[config.mk]
export PLATFORM = sky130hd
export DESIGN_NAME = lru_cache_with_byte_budget_core
export DESIGN_NICKNAME = d
export VERILOG_FILES = /design/src/rtl/lcbb_pkg.sv /design/src/rtl/lcbb_core.sv /design/src/rtl/lru_cache_with_byte_budget_core.sv
export SDC_FILE = /design/constraint.sdc
export NUM_CORES = 2
export LEC_CHECK = 0
export BUFFER_PORTS_ARGS = -buffer_cell sky130_fd_sc_hd__buf_4
export CORE_MARGIN = 2
export CORE_UTILIZATION = 35
export CTS_CLUSTER_SIZE = 20
export DETAILED_ROUTE_END_ITERATION = 6
export GPL_TIMING_DRIVEN = 0
export PLACE_DENSITY = 0.49
export SYNTH_ARGS = -nofsm -noshare
export SYNTH_HDL_FRONTEND = slang
export SYNTH_SLANG_ARGS = --single-unit
[constraint.sdc]
create_clock -name i_clk -period 11.5 [get_ports i_clk]
set_input_delay 1.725 -clock i_clk [delete_from_list [all_inputs] [get_ports i_clk]]
set_output_delay 1.725 -clock i_clk [all_outputs]
set_load 0.05 [all_outputs]
[src/rtl/lcbb_pkg.sv]
// shared types, constants and command codes for the lru byte budget cache
package lcbb_pkg;
    localparam int DEF_CAPACITY = 16;
    localparam int KEY_W = 32;
    localparam int HANDLE_W = 32;
    localparam int CNT_W = 5;
    localparam int CFG_IDX_W = 1;
    localparam int CFG_DATA_W = 32;
    localparam int IN_TDATA_W = 88;
    localparam int IN_TUSER_W = 4;
    localparam int OUT_TDATA_W = 176;
    localparam int OUT_TUSER_W = 1;
    localparam logic [4:0] RESET_LIMIT = 5'd16;
    localparam logic [31:0] RESET_BUDGET = 32'd1048576;

    typedef enum logic [2:0] {
        CMD_GET   = 3'd0,
        CMD_PUT   = 3'd1,
        CMD_CLEAR = 3'd2,
        CMD_RSTAT = 3'd3,
        CMD_TRIM  = 3'd4
    } t_cmd;

    typedef enum logic [0:0] {
        CFG_LIMIT  = 1'b0,
        CFG_BUDGET = 1'b1
    } t_cfg_idx;

    typedef enum logic [3:0] {
        ST_IDLE,
        ST_MUL,
        ST_SCAN,
        ST_DECIDE,
        ST_TOUCH,
        ST_INSERT,
        ST_CHECK,
        ST_EVSCAN,
        ST_EVICT,
        ST_DONE
    } t_state;
endpackage

[src/rtl/lcbb_core.sv]
// slot table with a sequencer that visits one slot per cycle
module lcbb_core #(
    parameter int CAPACITY = lcbb_pkg::DEF_CAPACITY
) (
    input  logic        i_clk,
    input  logic        i_rst_n,
    input  logic        i_start,
    input  logic        i_ack,
    input  logic [2:0]  i_cmd,
    input  logic [31:0] i_key,
    input  logic [31:0] i_handle,
    input  logic [11:0] i_width,
    input  logic [11:0] i_height,
    input  logic        i_ok,
    input  logic [4:0]  i_limit,
    input  logic [31:0] i_budget,
    output logic        o_busy,
    output logic        o_done,
    output logic        o_hit,
    output logic [31:0] o_found,
    output logic [4:0]  o_count,
    output logic [31:0] o_bytes,
    output logic [31:0] o_hits,
    output logic [31:0] o_misses,
    output logic [31:0] o_evictions,
    output logic [4:0]  o_evicted
);
    import lcbb_pkg::*;

    localparam int IW = (CAPACITY > 1) ? $clog2(CAPACITY) : 1;
    localparam int NW = $clog2(CAPACITY + 1);
    localparam int EW = $clog2(CAPACITY + 2);
    localparam int TW = (26 + NW > 32) ? 26 + NW : 32;

    t_state r_st, n_st;
    logic [CAPACITY-1:0] r_valid;
    logic [31:0] r_key [CAPACITY];
    logic [31:0] r_hdl [CAPACITY];
    logic [25:0] r_sz [CAPACITY];
    logic [IW-1:0] r_age [CAPACITY];
    logic [TW-1:0] r_total;
    logic [NW-1:0] r_n;
    logic [31:0] r_hits, r_misses, r_evs;
    logic [IW-1:0] r_i;
    logic r_found;
    logic [IW-1:0] r_slot;
    logic [IW-1:0] r_sage;
    logic r_vic_ok;
    logic [IW-1:0] r_vic;
    logic r_free_ok;
    logic [IW-1:0] r_free;
    logic [25:0] r_newsz;
    logic [EW-1:0] r_evn;
    logic r_hit;
    logic [31:0] r_fh;
    logic [2:0] r_cmd;
    logic [31:0] r_k, r_h;
    logic [11:0] r_w, r_hh;
    logic r_ok;

    logic last;
    logic [NW-1:0] lim;
    logic over;
    logic [23:0] prod;

    assign last = (r_i == IW'(CAPACITY - 1));
    assign lim = (32'(i_limit) > 32'(CAPACITY)) ? NW'(CAPACITY) : NW'(i_limit);
    assign over = (r_n > lim) || (r_total > TW'(i_budget));
    assign prod = r_w * r_hh;

    always_comb begin
        n_st = r_st;
        case (r_st)
            ST_IDLE: if (i_start) n_st = ST_MUL;
            ST_MUL: begin
                case (r_cmd)
                    CMD_GET: n_st = ST_SCAN;
                    CMD_PUT: n_st = r_ok ? ST_SCAN : ST_DONE;
                    CMD_TRIM: n_st = ST_CHECK;
                    default: n_st = ST_DONE;
                endcase
            end
            ST_SCAN: if (last) n_st = ST_DECIDE;
            ST_DECIDE: begin
                if (r_found) n_st = ST_TOUCH;
                else if (r_cmd == CMD_GET) n_st = ST_DONE;
                else if (!r_free_ok) n_st = ST_EVSCAN;
                else n_st = ST_INSERT;
            end
            ST_TOUCH: if (last) n_st = (r_cmd == CMD_GET) ? ST_DONE : ST_CHECK;
            ST_INSERT: if (last) n_st = ST_CHECK;
            ST_CHECK: n_st = (over && r_n != '0) ? ST_EVSCAN : ST_DONE;
            ST_EVSCAN: if (last) n_st = ST_EVICT;
            ST_EVICT: n_st = (r_cmd == CMD_PUT && !r_found && !r_free_ok) ?
                             ST_INSERT : ST_CHECK;
            ST_DONE: if (i_ack) n_st = ST_IDLE;
            default: n_st = ST_IDLE;
        endcase
    end

    always_ff @(posedge i_clk) begin
        if (!i_rst_n) r_st <= ST_IDLE;
        else r_st <= n_st;
    end

    always_ff @(posedge i_clk) begin
        if (!i_rst_n) begin
            r_valid <= '0;
            r_total <= '0;
            r_n <= '0;
            r_hits <= '0;
            r_misses <= '0;
            r_evs <= '0;
        end else begin
            case (r_st)
                ST_IDLE: if (i_start) begin
                    r_cmd <= i_cmd; r_k <= i_key; r_h <= i_handle;
                    r_w <= i_width; r_hh <= i_height; r_ok <= i_ok;
                    r_i <= '0; r_found <= 1'b0; r_free_ok <= 1'b0;
                    r_evn <= '0; r_hit <= 1'b0; r_fh <= '0;
                end
                ST_MUL: begin
                    r_newsz <= {prod, 2'b00};
                    if (r_cmd == CMD_CLEAR) begin
                        r_valid <= '0; r_total <= '0; r_n <= '0;
                    end
                    if (r_cmd == CMD_RSTAT) begin
                        r_hits <= '0; r_misses <= '0; r_evs <= '0;
                    end
                end
                ST_SCAN: begin
                    if (r_valid[r_i] && r_key[r_i] == r_k && !r_found) begin
                        r_found <= 1'b1; r_slot <= r_i;
                    end
                    if (!r_valid[r_i] && !r_free_ok) begin
                        r_free_ok <= 1'b1; r_free <= r_i;
                    end
                    r_i <= last ? '0 : r_i + 1'b1;
                end
                ST_DECIDE: begin
                    r_i <= '0;
                    r_vic_ok <= 1'b0;
                    if (r_found) begin
                        r_sage <= r_age[r_slot];
                        if (r_cmd == CMD_GET) begin
                            r_hits <= r_hits + 1'b1; r_hit <= 1'b1;
                            r_fh <= r_hdl[r_slot];
                        end else begin
                            r_total <= r_total - TW'(r_sz[r_slot]) + TW'(r_newsz);
                            r_hdl[r_slot] <= r_h;
                            r_sz[r_slot] <= r_newsz;
                        end
                    end else if (r_cmd == CMD_GET) begin
                        r_misses <= r_misses + 1'b1;
                    end
                end
                ST_TOUCH: begin
                    if (r_i == r_slot) r_age[r_i] <= '0;
                    else if (r_valid[r_i] && r_age[r_i] < r_sage)
                        r_age[r_i] <= r_age[r_i] + 1'b1;
                    r_i <= last ? '0 : r_i + 1'b1;
                end
                ST_INSERT: begin
                    if (r_i == r_free) begin
                        r_valid[r_i] <= 1'b1; r_key[r_i] <= r_k;
                        r_hdl[r_i] <= r_h; r_sz[r_i] <= r_newsz;
                        r_age[r_i] <= '0;
                    end else if (r_valid[r_i]) begin
                        r_age[r_i] <= r_age[r_i] + 1'b1;
                    end
                    if (last) begin
                        r_total <= r_total + TW'(r_newsz);
                        r_n <= r_n + 1'b1;
                    end
                    r_i <= last ? '0 : r_i + 1'b1;
                end
                ST_CHECK: begin
                    r_i <= '0; r_vic_ok <= 1'b0;
                end
                ST_EVSCAN: begin
                    if (r_valid[r_i] && (!r_vic_ok || r_age[r_i] > r_age[r_vic])) begin
                        r_vic_ok <= 1'b1; r_vic <= r_i;
                    end
                    r_i <= last ? '0 : r_i + 1'b1;
                end
                ST_EVICT: begin
                    r_valid[r_vic] <= 1'b0;
                    r_total <= r_total - TW'(r_sz[r_vic]);
                    r_n <= r_n - 1'b1;
                    r_evs <= r_evs + 1'b1;
                    r_evn <= r_evn + 1'b1;
                    r_free_ok <= 1'b1; r_free <= r_vic;
                    r_i <= '0;
                end
                default: ;
            endcase
        end
    end

    assign o_busy = (r_st != ST_IDLE);
    assign o_done = (r_st == ST_DONE);
    assign o_hit = r_hit;
    assign o_found = r_fh;
    assign o_count = (r_n > NW'(31)) ? 5'd31 : 5'(r_n);
    assign o_bytes = (r_total > TW'(32'hFFFF_FFFF)) ? 32'hFFFF_FFFF : 32'(r_total);
    assign o_hits = r_hits;
    assign o_misses = r_misses;
    assign o_evictions = r_evs;
    assign o_evicted = (r_evn > EW'(31)) ? 5'd31 : 5'(r_evn);
endmodule

[src/rtl/lru_cache_with_byte_budget_core.sv]
// top level: stream ports, config registers, output register
// steps: a size multiply; clear, stat reset, unused or dropped put then finish; get and put
// scan every slot, then a hit runs a touch pass and a put miss an insert pass, after one
// eviction when full; put and trim then evict the oldest entry while over limit or budget
// throughput: one beat at a time; the next beat can be taken in the cycle after the result is
// registered, the core holds its result while the output register is still full
// reset: synchronous active low; table empty, counters zero, limit 16, budget 1048576
module lru_cache_with_byte_budget_core #(
    parameter int CAPACITY = lcbb_pkg::DEF_CAPACITY
) (
    input  logic        i_clk,
    input  logic        i_rst_n,
    input  logic        s_axis_tvalid,
    output logic        s_axis_tready,
    // lookup_key, payload_handle, image_width, image_height
    input  logic [lcbb_pkg::IN_TDATA_W-1:0] s_axis_tdata,
    // command, image_ok
    input  logic [lcbb_pkg::IN_TUSER_W-1:0] s_axis_tuser,
    output logic        m_axis_tvalid,
    input  logic        m_axis_tready,
    // found_handle, entries held, bytes_held, hits_total, misses_total,
    // evictions_total, evicted_now
    output logic [lcbb_pkg::OUT_TDATA_W-1:0] m_axis_tdata,
    // hit
    output logic [lcbb_pkg::OUT_TUSER_W-1:0] m_axis_tuser,
    input  logic        i_cfg_we,
    input  logic [lcbb_pkg::CFG_IDX_W-1:0] i_cfg_idx,
    input  logic [lcbb_pkg::CFG_DATA_W-1:0] i_cfg_data
);
    import lcbb_pkg::*;

    logic [4:0] r_limit;
    logic [31:0] r_budget;
    logic r_ovalid;
    logic [OUT_TDATA_W-1:0] r_odata;
    logic [OUT_TUSER_W-1:0] r_ouser;
    logic busy, done, hit;
    logic [31:0] fh, bytes, hits, misses, evs;
    logic [4:0] cnt, evn;
    logic start;
    logic load;

    assign s_axis_tready = !busy;
    assign start = s_axis_tvalid && s_axis_tready;
    assign load = done && (!r_ovalid || m_axis_tready);

    always_ff @(posedge i_clk) begin
        if (!i_rst_n) begin
            r_limit <= RESET_LIMIT;
            r_budget <= RESET_BUDGET;
        end else if (i_cfg_we) begin
            case (t_cfg_idx'(i_cfg_idx))
                CFG_LIMIT: r_limit <= i_cfg_data[4:0];
                CFG_BUDGET: r_budget <= i_cfg_data;
                default: ;
            endcase
        end
    end

    lcbb_core #(.CAPACITY(CAPACITY)) u_core (
        .i_clk(i_clk), .i_rst_n(i_rst_n), .i_start(start), .i_ack(load),
        .i_cmd(s_axis_tuser[2:0]), .i_key(s_axis_tdata[31:0]),
        .i_handle(s_axis_tdata[63:32]), .i_width(s_axis_tdata[75:64]),
        .i_height(s_axis_tdata[87:76]), .i_ok(s_axis_tuser[3]),
        .i_limit(r_limit), .i_budget(r_budget),
        .o_busy(busy), .o_done(done), .o_hit(hit), .o_found(fh),
        .o_count(cnt), .o_bytes(bytes), .o_hits(hits), .o_misses(misses),
        .o_evictions(evs), .o_evicted(evn)
    );

    always_ff @(posedge i_clk) begin
        if (!i_rst_n) begin
            r_ovalid <= 1'b0;
        end else if (load) begin
            r_ovalid <= 1'b1;
            r_odata <= {6'b000000, evn, evs, misses, hits, bytes, cnt, fh};
            r_ouser <= hit;
        end else if (m_axis_tready) begin
            r_ovalid <= 1'b0;
        end
    end

    assign m_axis_tvalid = r_ovalid;
    assign m_axis_tdata = r_odata;
    assign m_axis_tuser = r_ouser;

    a_no_start_busy: assert property (@(posedge i_clk) disable iff (!i_rst_n)
        busy |-> !s_axis_tready) else $error("accepted while busy");
    a_out_hold: assert property (@(posedge i_clk) disable iff (!i_rst_n)
        m_axis_tvalid && !m_axis_tready |=> m_axis_tvalid) else $error("beat dropped");
    a_out_stable: assert property (@(posedge i_clk) disable iff (!i_rst_n)
        m_axis_tvalid && !m_axis_tready |=> $stable(m_axis_tdata) && $stable(m_axis_tuser))
        else $error("beat changed while stalled");
    a_start_busy: assert property (@(posedge i_clk) disable iff (!i_rst_n)
        start |=> busy) else $error("sequencer did not start");
endmodule
==> impl_metrics.env <==
export IMPL_status="complete, no violations"
export IMPL_grt_setup_unrepaired="no"
export IMPL_startpoint_type="flop"
export IMPL_ys_seq_area_share_pct=65.1
export IMPL_ir_worst_vdd_uv=447
export IMPL_drc=0
export IMPL_grt_max_degree=38
export IMPL_synth_edf_count=1820
export IMPL_yosys_warnings=0
export IMPL_hold_violations=0
export IMPL_worstSetupEndpointType="flop"
export IMPL_synth_seq_cells=2023
export IMPL_cts_resized=0
export IMPL_finalPower_mw=24.7
export IMPL_start_util_pct=35.2
export IMPL_vias_per_cell=5.37
export IMPL_cts_tree="built"
export IMPL_synth_compound_area_share_pct=4.21
export IMPL_synth_top_family_by_area="multiplexers"
export IMPL_worstRegToRegCells=19
export IMPL_drt_first_pass_iters=6
export IMPL_hold_buffers=0
export IMPL_slew_headroom_pct=4.07
export IMPL_fp_row_count=186
export IMPL_synth_xor_area_share_pct=1.83
export IMPL_cts_buffers=219
export IMPL_synthSimpleGateAreaFrac_pct=5.32
export IMPL_min_to="m_axis_tdata[31]"
export IMPL_place_gp_congestion=0.849
export IMPL_drive_gt1_share_pct=23.3
export IMPL_synth_mux_area_share_pct=15.6
export IMPL_maxCapViolations=0
export IMPL_finalSetupTns_ps=0
export IMPL_synth_area_mm2=0.0902
export IMPL_htreeDepth=4
export IMPL_dp_hpwl_um=181000
export IMPL_cp_data_arrival_time_ps=8600
export IMPL_synthAdderAreaFrac_pct=5.28
export IMPL_finalWorstSetupSlack_ps=3620
export IMPL_die_y_um=512
export IMPL_die_w_um=512
export IMPL_intPower_mw=16.2
export IMPL_synth_ff_type="edfxtp_1"
export IMPL_syn2layout_area_growth_pct=17.9
export IMPL_grt_antenna_before_repair=11
export IMPL_setup_violations=0
export IMPL_pre_cts_slack_ps=3040
export IMPL_critPathKind="reg -> reg"
export IMPL_fillers=23100
export IMPL_ys_async_sr_fraction_pct=0
export IMPL_p_switching_mw=8.56
export IMPL_r2r_end="u_core.r_total[31]"
export IMPL_num_vias=51300
export IMPL_grt_usage_pct=20.1
export IMPL_cts_sinks=2023
export IMPL_leakagePower_nw=35.7
export IMPL_fin_util_pct=41.4
export IMPL_holdCritPathClass="reg -> reg"
export IMPL_core_mm2=0.256
export IMPL_clkLatencyLatePin_ps=920
export IMPL_whs_path_depth=0
export IMPL_fin_nets=6409
export IMPL_fin_skew_ps=82.6
export IMPL_io_buffers=302
export IMPL_clkTransAtPathRegs_ps=60
export IMPL_worstMarginPinSlew_ps=1440
export IMPL_netlist_instances=5364
export IMPL_sequentialPowerShare_pct=37.9
export IMPL_cts_setup_buffers=0
export IMPL_mostFrequentLayoutCells="edfxtp_1 (1820), mux4_2 (594), buf_4 (316)"
export IMPL_grt_pass1_vias=52200
export IMPL_finalMaxSlewViolations=0
export IMPL_crit_fanout=10
export IMPL_syn_avg_cell_area_um2=16.8
export IMPL_power_frac_clock_pct=29.6
export IMPL_io_pins=309
export IMPL_grt_pass1_wl_um=380000
export IMPL_drt_iter0_drc=5023
export IMPL_final_common_cell="edfxtp_1"
export IMPL_required_ps=12220
export IMPL_dieArea_mm2=0.262
export IMPL_wl_um=265000
export IMPL_root_buffer="clkbuf_16"
export IMPL_fin_hold_ws_ps=412
export IMPL_p_comb_share_pct=32.5
export IMPL_drtAntennaViolNets=0
export IMPL_power_density_mw_per_mm2=233
export IMPL_overflow=0
export IMPL_cts_max_path_buffers=3
export IMPL_period_needed_ps=7880
export IMPL_r2r_slack_ps=3620
export IMPL_synth_cell_types=84
export IMPL_max_freq_ghz=0.127
export IMPL_swShare_pct=34.6
export IMPL_period_share_pct=68.5
export IMPL_min_from="u_core.o_found[31]"
export IMPL_detail_route_wl_per_cell_um=27.8
==> cell families (layout without fill, tap and decap cells) <==
kind of cell | count (synthesis) | in the layout
simple gates | 1000 | 1000
compound gates | 602 | 602
mux | 655 | 655
fa+ha+maj | 305 | 305
other cells | 1 | 8
buf+inv | 590 | 1382
xor+xnor | 188 | 188
flops | 2023 | 2023
==> area by class of cell <==
cell class	instances	area [um2]	share of cell area, %
antenna	2	5.00	0.00471
buffer	280	1200	1.13
clock buffer	268	5670	5.34
clock inverter	140	1860	1.75
inverter	310	1160	1.09
multi-input combinational	2756	29400	27.7
sequential	2023	58700	55.2
tap	3384	4230	3.98
timing repair buffer	384	4010	3.77
==> state kept, by name, summed over array words and instances (netlist names), 64 cells and up, named ones only <==
register and cells:
m_axis_tdata 170, u_core.r_age 64, u_core.r_hdl 512, u_core.r_key 512
u_core.r_sz 384
==> how the worst max path moves through the flow <==
stage	startpoint	to	slack (ps)	depth (start not counted)
final	flop	u_core.r_total[31]	3620	19
after global routing	flop	u_core.r_total[30]	3160	19
after CTS	flop	u_core.r_total[30]	3050	19
after detailed placement	flop	u_core.r_total[30]	3040	19
after global placement	i_rst_n	m_axis_tdata[28]	-4900	5
after floorplan	i_rst_n	m_axis_tdata[0]	1390	4
==> layer usage <==
layer / track usage, % / part of all wire (%) / wire length, um
met5: 0 / 0.025 / 67
met4: 4.24 / 1.9 / 5130
met3: 3.57 / 5.9 / 15800
met2: 31.8 / 46 / 123000
met1: 28.9 / 46 / 122000
==> power by group through the flow <==
stage | Clock, mW | Combinational, mW | Sequential [mW]
after floorplan | 0 | 5.52 | 9.27
final | 7.32 | 8.05 | 9.37
after detailed placement | 0 | 8.07 | 9.51
after CTS | 7.47 | 8.12 | 9.36
after global placement | 0 | 7.97 | 9.54
after global routing | 7.75 | 8.85 | 9.42
==> Yosys cell counts (all sizes together) (5+ instances only) <==
| cell type | instances | area, um2 |
|---|---|---|
| edfxtp | 1820 | 54700 |
| mux4 | 599 | 13500 |
| inv | 308 | 1160 |
| nand2 | 305 | 1140 |
| nor2 | 249 | 935 |
| dfxtp | 203 | 4060 |
| clkbuf | 200 | 754 |
| a21oi | 191 | 956 |
| ha | 179 | 2240 |
| o21ai | 137 | 689 |
| fa | 126 | 2520 |
| and2 | 119 | 744 |
| xnor2 | 103 | 910 |
| nand3 | 86 | 430 |
| xor2 | 85 | 744 |
| buf | 80 | 434 |
| a21o | 50 | 375 |
| a211oi | 42 | 315 |
| mux2i | 42 | 420 |
| and3 | 41 | 257 |
| nand4 | 36 | 225 |
| nor3 | 35 | 175 |
| a31oi | 32 | 200 |
| nor2b | 31 | 194 |
| a221oi | 29 | 254 |
| or3 | 28 | 180 |
| nand2b | 19 | 119 |
| o21a | 17 | 128 |
| mux2 | 14 | 169 |
| nor4 | 12 | 90.1 |
| o211ai | 12 | 90.1 |
| or2 | 10 | 62.6 |
| o31ai | 9 | 67.6 |
| a31o | 8 | 70.1 |
| nand3b | 8 | 60.1 |
| a22oi | 7 | 52.6 |
| a21boi | 6 | 45.0 |
| a311oi | 6 | 52.6 |
| o21bai | 6 | 45.0 |
| o221ai | 5 | 43.8 |
| or4 | 5 | 37.5 |
==> through the flow <==
stage          instances  instance area [um2]
2_1_floorplan       5369                90200
3_3_place_gp        9055                96700
3_5_place_dp        9136                98700
4_1_cts             9544               106000
5_1_grt             9547               106000
6_report            9547               106000
==> worst max-delay path: stages, from the launching register on <==
cell and delay [ps]:
dfxtp_1 320, clkbuf_1 710, clkbuf_1 650, clkbuf_1 800, clkbuf_2 670, mux4_2 590
mux4_2 550, fa_1 500, inv_1 40, ha_1 260, clkbuf_1 250, nand4_1 120
a21oi_1 230, nor3_1 130, o21ai_0 660, a21oi_1 270, o21ai_0 510, nor2_1 110
o221ai_1 220, a31oi_1 110
No activity file was read; power rests on OpenSTA's default activity.
